<file path="config.mk">
export PLATFORM = sky130hd
export DESIGN_NAME = ellipse_row_rasterizer_top
export DESIGN_NICKNAME = d
export VERILOG_FILES = /design/src/sv/ellr_pkg.sv /design/src/sv/ellipse_row_rasterizer_top.sv /design/src/sv/ellr_cfg.sv /design/src/sv/ellr_ctrl.sv /design/src/sv/ellr_dp.sv
export SDC_FILE = /design/constraint.sdc
export NUM_CORES = 1
export LEC_CHECK = 0
export ABC_AREA = 0
export BUFFER_PORTS_ARGS = -buffer_cell sky130_fd_sc_hd__buf_2
export CORE_MARGIN = 3
export CORE_UTILIZATION = 58
export DETAILED_ROUTE_END_ITERATION = 8
export PLACE_DENSITY = 0.8
export SYNTH_ARGS = -nofsm -noshare
export SYNTH_HDL_FRONTEND = slang
export SYNTH_SLANG_ARGS = --single-unit
</file>
<file path="constraint.sdc">
create_clock -name clk -period 8.4 [get_ports clk]
set_input_delay 1.68 -clock clk [delete_from_list [all_inputs] [get_ports clk]]
set_output_delay 1.68 -clock clk [all_outputs]
set_load 0.02 [all_outputs]
</file>
<file path="src/sv/ellr_pkg.sv">
// Shared types and constants for the ellipse row rasterizer.
package ellr_pkg;

  // Fixed field widths
  localparam int COORD_W  = 15;  // origin registers
  localparam int POINT_W  = 16;  // emitted coordinates
  localparam int DIM_W    = 7;   // box width and height
  localparam int ROW_W    = 6;   // row offset
  localparam int GLYPH_W  = 8;
  localparam int CFG_IDX_W  = 3;
  localparam int CFG_DATA_W = 15;

  // Arithmetic widths: squares of sizes up to 127, and their products
  localparam int SQ_W   = 14;
  localparam int PROD_W = 28;
  localparam int SUM_W  = 29;

  // Configuration register indexes
  typedef enum logic [CFG_IDX_W-1:0] {
    REG_ORIGIN_X   = 3'd0,
    REG_ORIGIN_Y   = 3'd1,
    REG_BOX_WIDTH  = 3'd2,
    REG_BOX_HEIGHT = 3'd3,
    REG_FILL_MODE  = 3'd4,
    REG_GLYPH      = 3'd5
  } reg_idx_t;

  // Datapath operations, one per cycle
  typedef enum logic [3:0] {
    OP_NONE,
    OP_H2,     // h*h
    OP_W2,     // w*w
    OP_B2,     // |b|*|b|
    OP_B2W2,   // b^2 * w^2
    OP_BOUND,  // w^2 * h^2
    OP_A0SQ,   // (w-1)^2
    OP_T0,     // a0^2 * h^2
    OP_D0,     // first increment of a^2 h^2
    OP_COL     // emit one column, step to the next
  } dp_op_t;

  // Controller to datapath
  typedef struct packed {
    logic   load;
    dp_op_t op;
  } ellr_cmd_t;

  // Datapath to controller
  typedef struct packed {
    logic empty;  // current request yields no columns
    logic last;   // column being emitted is the final one
  } ellr_stat_t;

  // Configuration register set
  typedef struct packed {
    logic [COORD_W-1:0] origin_x;
    logic [COORD_W-1:0] origin_y;
    logic [DIM_W-1:0]   box_width;
    logic [DIM_W-1:0]   box_height;
    logic               fill_mode;
    logic [GLYPH_W-1:0] glyph;
  } ellr_cfg_t;

endpackage

</file>
<file path="src/sv/ellipse_row_rasterizer_top.sv">
// Top level of the ellipse row rasterizer: config registers, sequencer, datapath.
//
// A start transaction with a row offset is taken whenever busy is low. A row that
// lies at or beyond the box height, or a box of zero width or height, produces no
// results and leaves busy low. Otherwise busy is high through the row setup and
// the sweep: setup multiplies on one shared 14x14 multiplier, then w columns (w =
// box width, capped at MAX_SIZE and at 127), one column per cycle. Results appear
// on the out_ ports from a result register, one per cycle, left to right, each
// marked by out_valid for a single cycle. The receiver cannot stall them, so it
// must take every strobe. A new row can be taken at the edge that takes the final
// column. The final column of a row carries out_last_in_row. Configuration is
// written through cfg_valid / cfg_ready (always ready) and must only change while
// busy is low and no result is still due.
module ellipse_row_rasterizer_top
  import ellr_pkg::*;
#(
  parameter int MAX_SIZE = 64
) (
  input  logic                      clk,
  input  logic                      rst_n,
  // request
  input  logic                      start,
  output logic                      busy,
  input  logic [ROW_W-1:0]          in_row_index,
  // results
  output logic                      out_valid,
  output logic signed [POINT_W-1:0] out_point_x,
  output logic signed [POINT_W-1:0] out_point_y,
  output logic                      out_plotted,
  output logic [GLYPH_W-1:0]        out_glyph_out,
  output logic                      out_last_in_row,
  // configuration
  input  logic                      cfg_valid,
  output logic                      cfg_ready,
  input  logic [CFG_IDX_W-1:0]      cfg_index,
  input  logic [CFG_DATA_W-1:0]     cfg_data
);

  ellr_cfg_t  cfg;
  ellr_cmd_t  cmd;
  ellr_stat_t stat;

  ellr_cfg u_cfg (
    .clk       (clk),
    .rst_n     (rst_n),
    .cfg_valid (cfg_valid),
    .cfg_ready (cfg_ready),
    .cfg_index (cfg_index),
    .cfg_data  (cfg_data),
    .cfg       (cfg)
  );

  ellr_ctrl u_ctrl (
    .clk   (clk),
    .rst_n (rst_n),
    .start (start),
    .busy  (busy),
    .stat  (stat),
    .cmd   (cmd)
  );

  ellr_dp #(
    .MAX_SIZE (MAX_SIZE)
  ) u_dp (
    .clk             (clk),
    .rst_n           (rst_n),
    .cfg             (cfg),
    .row_index       (in_row_index),
    .cmd             (cmd),
    .stat            (stat),
    .out_valid       (out_valid),
    .out_point_x     (out_point_x),
    .out_point_y     (out_point_y),
    .out_plotted     (out_plotted),
    .out_glyph_out   (out_glyph_out),
    .out_last_in_row (out_last_in_row)
  );

  // The last column of a row ends the sweep in the same cycle it is shown
  a_last_ends_busy: assert property (@(posedge clk) disable iff (!rst_n)
    out_valid && out_last_in_row |-> !busy)
    else $error("busy still high with the last column of a row");

  // Any earlier column leaves the sweep running
  a_mid_row_busy: assert property (@(posedge clk) disable iff (!rst_n)
    out_valid && !out_last_in_row |-> busy)
    else $error("sweep stopped before the last column");

  // A non-empty request starts a row
  a_start_runs: assert property (@(posedge clk) disable iff (!rst_n)
    start && !busy && !stat.empty |=> busy)
    else $error("accepted row did not raise busy");

  // An unplotted cell carries no glyph
  a_glyph_gated: assert property (@(posedge clk) disable iff (!rst_n)
    out_valid && !out_plotted |-> out_glyph_out == '0)
    else $error("glyph on an unplotted cell");

endmodule

</file>
<file path="src/sv/ellr_cfg.sv">
// Configuration register file for the ellipse row rasterizer.
module ellr_cfg
  import ellr_pkg::*;
(
  input  logic                  clk,
  input  logic                  rst_n,
  input  logic                  cfg_valid,
  output logic                  cfg_ready,
  input  logic [CFG_IDX_W-1:0]  cfg_index,
  input  logic [CFG_DATA_W-1:0] cfg_data,
  output ellr_cfg_t             cfg
);

  ellr_cfg_t cfg_r;
  ellr_cfg_t cfg_nxt;

  assign cfg_ready = 1'b1;
  assign cfg       = cfg_r;

  // Decode one write transaction; unknown indexes leave everything alone
  always_comb begin
    cfg_nxt = cfg_r;
    if (cfg_valid) begin
      case (cfg_index)
        REG_ORIGIN_X:   cfg_nxt.origin_x   = cfg_data[COORD_W-1:0];
        REG_ORIGIN_Y:   cfg_nxt.origin_y   = cfg_data[COORD_W-1:0];
        REG_BOX_WIDTH:  cfg_nxt.box_width  = cfg_data[DIM_W-1:0];
        REG_BOX_HEIGHT: cfg_nxt.box_height = cfg_data[DIM_W-1:0];
        REG_FILL_MODE:  cfg_nxt.fill_mode  = cfg_data[0];
        REG_GLYPH:      cfg_nxt.glyph      = cfg_data[GLYPH_W-1:0];
        default:        cfg_nxt = cfg_r;
      endcase
    end
  end

  always_ff @(posedge clk) begin
    if (!rst_n) begin
      cfg_r <= '0;
    end else begin
      cfg_r <= cfg_nxt;
    end
  end

endmodule

</file>
<file path="src/sv/ellr_ctrl.sv">
// Sequencer: setup multiplies for a row, then one column per cycle.
module ellr_ctrl
  import ellr_pkg::*;
(
  input  logic       clk,
  input  logic       rst_n,
  input  logic       start,
  output logic       busy,
  input  ellr_stat_t stat,
  output ellr_cmd_t  cmd
);

  typedef enum logic [3:0] {
    S_IDLE, S_H2, S_W2, S_B2, S_B2W2, S_BOUND, S_A0SQ, S_T0, S_D0, S_COL
  } state_t;

  state_t state_r;
  dp_op_t op_r;
  logic   busy_r;

  assign busy     = busy_r;
  assign cmd.load = start && !busy_r && !stat.empty;
  assign cmd.op   = op_r;

  // State and registered command
  always_ff @(posedge clk) begin
    if (!rst_n) begin
      state_r <= S_IDLE;
      op_r    <= OP_NONE;
      busy_r  <= 1'b0;
    end else begin
      case (state_r)
        S_IDLE: begin
          if (start && !stat.empty) begin
            state_r <= S_H2;
            op_r    <= OP_H2;
            busy_r  <= 1'b1;
          end
        end
        S_H2: begin
          state_r <= S_W2;
          op_r    <= OP_W2;
        end
        S_W2: begin
          state_r <= S_B2;
          op_r    <= OP_B2;
        end
        S_B2: begin
          state_r <= S_B2W2;
          op_r    <= OP_B2W2;
        end
        S_B2W2: begin
          state_r <= S_BOUND;
          op_r    <= OP_BOUND;
        end
        S_BOUND: begin
          state_r <= S_A0SQ;
          op_r    <= OP_A0SQ;
        end
        S_A0SQ: begin
          state_r <= S_T0;
          op_r    <= OP_T0;
        end
        S_T0: begin
          state_r <= S_D0;
          op_r    <= OP_D0;
        end
        S_D0: begin
          state_r <= S_COL;
          op_r    <= OP_COL;
        end
        S_COL: begin
          if (stat.last) begin
            state_r <= S_IDLE;
            op_r    <= OP_NONE;
            busy_r  <= 1'b0;
          end
        end
        default: begin
          state_r <= S_IDLE;
          op_r    <= OP_NONE;
          busy_r  <= 1'b0;
        end
      endcase
    end
  end

endmodule

</file>
<file path="src/sv/ellr_dp.sv">
// Datapath: shared setup multiplier, incremental a^2 h^2, column output register.
module ellr_dp
  import ellr_pkg::*;
#(
  parameter int MAX_SIZE = 64
) (
  input  logic                      clk,
  input  logic                      rst_n,
  input  ellr_cfg_t                 cfg,
  input  logic [ROW_W-1:0]          row_index,
  input  ellr_cmd_t                 cmd,
  output ellr_stat_t                stat,
  output logic                      out_valid,
  output logic signed [POINT_W-1:0] out_point_x,
  output logic signed [POINT_W-1:0] out_point_y,
  output logic                      out_plotted,
  output logic [GLYPH_W-1:0]        out_glyph_out,
  output logic                      out_last_in_row
);

  // Sizes above MAX_SIZE act as MAX_SIZE; the 7-bit register caps at 127
  localparam int DimCapInt = (MAX_SIZE > 127) ? 127 : MAX_SIZE;
  localparam logic [DIM_W-1:0] DIM_CAP = DIM_W'(DimCapInt);

  logic [DIM_W-1:0] w_cl, h_cl, babs_in;
  logic [DIM_W:0]   two_row, hm1;

  // Per-row registers
  logic [DIM_W-1:0]         w_r, wm1_r, babs_r, dx_r;
  logic [POINT_W-1:0]       py_r;
  logic [SQ_W-1:0]          h2_r, w2_r, b2_r, a0sq_r;
  logic [PROD_W-1:0]        b2w2_r, bound_r, t_r;
  logic signed [PROD_W-1:0] d_r;

  // Shared multiplier
  logic [SQ_W-1:0]   mul_x, mul_y;
  logic [PROD_W-1:0] prod;

  // Column evaluation
  logic [SUM_W-1:0]   s_sum;
  logic               in_ellipse, band, plot;
  logic [POINT_W-1:0] px;

  // Clamped sizes and emptiness of the incoming request
  assign w_cl    = (cfg.box_width  > DIM_CAP) ? DIM_CAP : cfg.box_width;
  assign h_cl    = (cfg.box_height > DIM_CAP) ? DIM_CAP : cfg.box_height;
  assign two_row = {1'b0, row_index, 1'b0};
  assign hm1     = {1'b0, h_cl} - 8'd1;
  assign babs_in = (two_row >= hm1) ? DIM_W'(two_row - hm1) : DIM_W'(hm1 - two_row);

  assign stat.empty = (w_cl == '0) || (h_cl == '0) || ({1'b0, row_index} >= h_cl);
  assign stat.last  = (dx_r == wm1_r);

  // Operand select for the setup multiplies
  always_comb begin
    case (cmd.op)
      OP_H2:    begin mul_x = SQ_W'(h2_r);   mul_y = SQ_W'(h2_r);   end
      OP_W2:    begin mul_x = SQ_W'(w_r);    mul_y = SQ_W'(w_r);    end
      OP_B2:    begin mul_x = SQ_W'(babs_r); mul_y = SQ_W'(babs_r); end
      OP_B2W2:  begin mul_x = b2_r;          mul_y = w2_r;          end
      OP_BOUND: begin mul_x = w2_r;          mul_y = h2_r;          end
      OP_A0SQ:  begin mul_x = SQ_W'(wm1_r);  mul_y = SQ_W'(wm1_r);  end
      OP_T0:    begin mul_x = a0sq_r;        mul_y = h2_r;          end
      OP_D0:    begin mul_x = SQ_W'(wm1_r);  mul_y = h2_r;          end
      default:  begin mul_x = '0;            mul_y = '0;            end
    endcase
  end

  assign prod = mul_x * mul_y;

  // Inside and outline band tests for the current column
  assign s_sum      = {1'b0, t_r} + {1'b0, b2w2_r};
  assign in_ellipse = s_sum <= {1'b0, bound_r};
  assign band       = {s_sum, 1'b0} >= {2'b00, bound_r};
  assign plot       = in_ellipse && (cfg.fill_mode || band);
  assign px         = {cfg.origin_x[COORD_W-1], cfg.origin_x}
                      + {{(POINT_W-DIM_W){1'b0}}, dx_r};

  // Row setup and column stepping. h2_r holds h itself until OP_H2 squares it.
  always_ff @(posedge clk) begin
    if (cmd.load) begin
      w_r    <= w_cl;
      wm1_r  <= w_cl - 7'd1;
      h2_r   <= SQ_W'(h_cl);
      babs_r <= babs_in;
      dx_r   <= '0;
      py_r   <= {cfg.origin_y[COORD_W-1], cfg.origin_y}
                + {{(POINT_W-ROW_W){1'b0}}, row_index};
    end else begin
      case (cmd.op)
        OP_H2:    h2_r    <= prod[SQ_W-1:0];
        OP_W2:    w2_r    <= prod[SQ_W-1:0];
        OP_B2:    b2_r    <= prod[SQ_W-1:0];
        OP_B2W2:  b2w2_r  <= prod;
        OP_BOUND: bound_r <= prod;
        OP_A0SQ:  a0sq_r  <= prod[SQ_W-1:0];
        OP_T0:    t_r     <= prod;
        // (4a0 + 4) h^2 with a0 = -(w-1)
        OP_D0:    d_r     <= $signed(PROD_W'({h2_r, 2'b00}) - PROD_W'({prod, 2'b00}));
        OP_COL: begin
          // (a+2)^2 - a^2 = 4a + 4, so the increment grows by 8 h^2 per column
          t_r  <= t_r + $unsigned(d_r);
          d_r  <= d_r + $signed(PROD_W'({h2_r, 3'b000}));
          dx_r <= dx_r + 7'd1;
        end
        default: ;
      endcase
    end
  end

  // Result register, one strobe per column
  always_ff @(posedge clk) begin
    if (!rst_n) begin
      out_valid <= 1'b0;
    end else begin
      out_valid <= (cmd.op == OP_COL);
    end
  end

  always_ff @(posedge clk) begin
    if (cmd.op == OP_COL) begin
      out_point_x     <= $signed(px);
      out_point_y     <= $signed(py_r);
      out_plotted     <= plot;
      out_glyph_out   <= plot ? cfg.glyph : '0;
      out_last_in_row <= stat.last;
    end
  end

endmodule
</file>
# == Word level (Yosys, flattened, before mapping) ==
# Index checks and enable logic that the tools add are counted.
# W data, S select, Z words.
# classes
n_mux,15
n_eq_ne,17
multipliers,1
addsub,11
bitwise,2
n_reduce_logical,34
magnitude_cmp,6
# op_table
cell,count
$pmux W28 S2,2
$pmux W14 S7,1
$pmux W14 S5,1
$pmux W4 S10,1
$mux W7,5
$ge A30 B28 Y1,1
$add A28 B28 Y29,1
$le A29 B28 Y1,1
$add A28 B18 Y28,1
$add A28 B28 Y28,1
$mul A14 B14 Y28,1
$reduce_and A2 Y1,14
$sub A16 B28 Y28,1
$add A15 B7 Y16,1
$add A15 B8 Y16,1
$eq A4 B3 Y1 const B,4
$gt A7 B7 Y1 const B,2
$logic_not A7 Y1,2
$sub A7 B7 Y7,2
$eq A4 B2 Y1 const B,2
$eq A4 B4 Y1 const B,2
$ge A7 B8 Y1,1
$mux W4,2
$reduce_or A8 Y1,1
other kinds (23),35
# totals
input_bits,28
ff_bits,313
word_cells,114

# == Logic depth before layout (Yosys ltp) ==
# logic_depth
ltp_word,9
mapped_depth,35

# == Cells and area by module ==
# Synthesis repeated with hierarchy kept, for this count alone.
# unflattened
cells_unflattened,2577
hier_area_um2,25289.3
# by_module_without_submodules
module,seq_area_each_um2,cells_per_inst,n_inst,area_each_um2
ellr_dp,7447.1,2354,1,23050.9
ellr_cfg,1061.0,197,1,2004.4
ellr_ctrl,100.1,26,1,234.0

# == Worst setup path before layout ==
# Ideal clock, no wire load.
# synth_path
path_type,register -> register
from,register u_ctrl.state_r[0] (netlist name)
to,register u_dp.d_r[25] (data pin)
slack_ns,-0.238
t_required_ns,8.128
t_arrival_ns,8.366
synth_period_minus_slack_ns,8.638
stages_incl_launch_ff,35
setup_ns,0.272
path_cell_list,dfxtp_1 > clkbuf_1 > clkbuf_1 > mux2_2 > nand2_1 > nand2_1 > a21oi_1 > clkbuf_1 > nor2_1 > fa_1 > inv_1 > fa_1 > inv_1 > fa_1 > inv_1 > fa_1 > inv_1 > fa_1 > inv_1 > fa_1 > inv_1 > ha_1 > nand2_1 > a21oi_1 > a2111oi_4 > nor2_1 > xnor2_1 > ha_1 > nand2_1 > a2111oi_0 > nor2_1 > or4_4 > nor4_2 > xor2_1 > mux2i_1
# synth_rtl
element,line,text
to (signal assigned),ellr_dp.sv:99,"OP_D0: d_r <= $signed(PROD_W'({h2_r, 2'b00}) - PROD_W'({prod, 2'b00}));"
to (signal assigned),ellr_dp.sv:103,"d_r <= d_r + $signed(PROD_W'({h2_r, 3'b000}));"
to (decl),ellr_dp.sv:33,logic signed [PROD_W-1:0] d_r;

==> flow_metrics.py <==
metrics = {
    "place": {
        "placed_cell_area_um2": 26700,
        "io_buffers": 71,
        "place.gp.congestion": 0.997,
        "post-dp-hpwl_um": 53200,
        "dp_slack_ns": -0.0802,
    },
    "logic_synthesis": {
        "netlist_area_um2": 25000,
        "syn_avg_cell_area_um2": 9.77,
        "synth_area_leader_cell": "edfxtp_1",
        "synth-edff-count": 238,
        "yosysTopAreaCellShare_pct": 28.5,
        "synthTopCellsByCount": "nand2_1 (332), ha_1 (261), inv_1 (254), edfxtp_1 (238), nor2_1 (192)",
        "synthesis.nets": 3000,
        "yosys.cell_types.count": 78,
        "ys_async_sr_fraction_pct": 0,
        "synth_ff_type": "edfxtp_1",
        "syn_inst": 2563,
        "ys_warn_count": 0,
        "ys_ff_latch": 311,
        "yosysMostFrequentCell": "nand2_1",
        "synth_area_leaders": "edfxtp_1 (29%), ha_1 (13%), fa_1 (12%)",
        "ys_seq_area_share_pct": 34.4,
    },
    "layout": {
        "antenna_cells": 0,
        "final_nets": 3164,
        "syn_to_final_growth_pct": 13.1,
        "stdcell_area_um2": 28300,
        "layout-drive-gt1-share_pct": 12.1,
    },
    "cts": {
        "cts_tree": "done",
        "path_clk_slew_ns": 0.06,
        "ctsRootBufferMaster": "clkbuf_16",
        "cts_max_level": 2,
        "clk_latency_ns": 0.57,
        "cts_made_buffers": 36,
        "clk_path_buf_depth": 3,
        "cts_sinks": 311,
    },
    "floorplanning": {
        "fp-row-count": 75,
        "fp.coreArea_um2": 42300,
        "dieArea_um2": 45700,
        "die_w_um": 214,
        "die_y_um": 214,
        "initial_utilization_pct": 59.2,
        "pin_count": 73,
    },
    "worst_setup_path": {
        "critical_path_class": "reg -> reg",
        "endpoint_kind": "flip-flop",
        "cpPeakStageDelay_ns": 0.57,
        "crit_slowest_cell": "fa_1",
        "cp_max_fo": 10,
        "crit_arrival_ns": 8.42,
        "cp.required_ns": 8.67,
        "crit_path_start_kind": "flip-flop",
        "r2r_setup_slack_ns": 0.25,
    },
    "sta": {
        "timing.final.ws_setup_ns": 0.251,
        "slew_violations": 0,
        "finalCritPeriodShare_pct": 97.0,
        "slew_headroom_pct": 22.7,
        "fin_worst_skew_ns": 0.0227,
        "worst_pin_slew_ns": 1.16,
        "final.min_clock_period_ns": 8.15,
        "max_freq_mhz": 123,
        "finalHoldViolations": 0,
        "setup_viol": 0,
    },
    "global_route": {
        "antenna_found_initial": 0,
        "grt_max_degree": 67,
        "groute.usage.overall_pct": 30.0,
        "grt_pass1_wl_um": 107000,
        "grt_overflow": 0,
        "grt_pass1_vias": 20100,
    },
    "flow_run": {
        "drv_cap": 0,
    },
    "drt": {
        "via_count": 19800,
        "ant_nets": 0,
        "wl_per_cell_um": 20.4,
        "wl_um": 68100,
        "route.detailed.drc": 0,
        "drt_first_pass_iters": 8,
        "first_iter_violations": 1483,
        "viasPerCell": 5.95,
    },
    "run_status": {
        "status": "completed",
    },
    "power_and_ir_drop": {
        "vdd_drop_max_mv": 0.169,
        "p_leak_uw": 0.0126,
        "p_per_area_nw_per_um2": 146,
    },
    "worst_hold_path": {
        "hold_class": "reg -> reg",
    },
}
## kinds of logic after synthesis
family / after synthesis / synth area share [%]
AOI/OAI and AO/OA: 486 / 12.9
buffers and inverters: 326 / 4.90
adders and majority gates: 411 / 25.0
other: 1 / 0.0150
xor gates and xnor gates: 159 / 5.56
muxes: 47 / 1.93
DFF: 311 / 34.4
and+or+nand+nor: 822 / 15.3
## layout by cell type, fill, tap and decap left out, types with 10 or more instances in the layout
| cell | count |
|---|---|
| nand2_1 | 330 |
| ha_1 | 256 |
| inv_1 | 254 |
| edfxtp_1 | 238 |
| nor2_1 | 190 |
| fa_1 | 148 |
| a21oi_1 | 132 |
| buf_4 | 123 |
| xnor2_1 | 92 |
| o21ai_0 | 71 |
| buf_2 | 71 |
| dfxtp_1 | 70 |
| xor2_1 | 65 |
| a21o_1 | 56 |
| nor2b_1 | 48 |
| a21boi_0 | 45 |
| nand3_1 | 39 |
| clkbuf_16 | 39 |
| mux2i_1 | 37 |
| nand2b_1 | 34 |
| nor3_1 | 30 |
| and3_1 | 28 |
| a22oi_1 | 25 |
| o21bai_1 | 22 |
| o21a_1 | 22 |
| and2_1 | 21 |
| nand4_1 | 21 |
| or2_2 | 12 |
| or3_1 | 12 |
| a211oi_1 | 11 |
| a31oi_1 | 11 |
| o211ai_1 | 10 |
| mux2_2 | 10 |
| o31ai_1 | 10 |
## area by class of cell
class,instances,area (um2)
clock buffer,46,1010
clock inverter,20,272
fill,3290,14000
inverter,255,958
multi-input combinational,1926,15400
sequential,311,8610
tap,577,722
timing repair buffer,197,1310
## layer usage
metal / vias up / GRT usage (%) / wire length (um)
met5: - / 0 / 0
met4: 0 / 13.6 / 3400
met3: 199 / 3.75 / 4060
met2: 744 / 52.7 / 33800
met1: 9665 / 37.2 / 26800
li1: 9225 / - / -
## worst max-delay path: cells and delay by family (launching register included)
kind / cells / cell delay [ns]
AND/OR/NAND/NOR: 10 / 1.70
adder cells (fa/ha/maj): 8 / 3.68
AO/OA/AOI/OAI: 5 / 1.02
buffers and inverters: 8 / 0.71
flip-flops: 1 / 0.33
XOR/XNOR: 2 / 0.38
## sequential cells by signal (all words and copies together) (netlist names), 4 cells and up
register            count
u_cfg.cfg              53
u_dp.b2w2_r            28
u_dp.bound_r           28
u_dp.t_r               28
u_dp.d_r               26
u_dp.out_point_x       16
u_dp.out_point_y       16
u_dp.py_r              16
u_dp.a0sq_r            14
u_dp.b2_r              14
u_dp.h2_r              14
u_dp.w2_r              14
u_dp.out_glyph_out      8
u_dp.babs_r             7
u_dp.dx_r               7
u_dp.w_r                7
u_dp.wm1_r              7
u_ctrl.state_r          4
## final timing paths
| check | start | to | depth (start not counted) |
|---|---|---|---|
| setup / recovery | u_ctrl.state_r[1]$_SDFFE_PN0P_ | u_dp.d_r[27]$_DFFE_PP_ | 33 |
| setup reg to reg | u_ctrl.state_r[1]$_SDFFE_PN0P_ | u_dp.d_r[27]$_DFFE_PP_ | 33 |
| hold / removal | u_dp.py_r[15]$_DFFE_PP_ | u_dp.out_point_y[15]$_DFFE_PP_ | 0 |
| hold reg to reg | u_dp.py_r[15]$_DFFE_PP_ | u_dp.out_point_y[15]$_DFFE_PP_ | 0 |
## per-stage QoR
step	TNS [ns]	hold WS [ns]	power [uW]	util, %	instances
floorplan	0	0.400	2240	-	2563
global placement	0	0.405	2390	63.2	3254
detailed placement	-0.162	0.405	2420	63.2	3254
CTS	0	0.420	4110	66.3	3320
global route	-0.0938	0.426	4270	66.9	3332
finish	0	0.418	4120	66.9	3332
## power breakdown
| part | internal, uW | leakage [uW] | switching [uW] | total [uW] |
|---|---|---|---|---|
| clock network | 1020 | 0.000625 | 676 | 1700 |
| registers | 1710 | 0.00277 | 89.5 | 1800 |
| logic | 284 | 0.00920 | 344 | 628 |
## repair_timing
action | 4_1_cts | 5_1_grt
gates cloned | 0 | 0
buffers inserted | 0 | 12
resized for setup | 9 | 42
endpoints found under the setup margin | 4 | 14
pin swaps | 0 | 10
hold buffers | 0 | 0
Power figures use the tool's default switching activity.
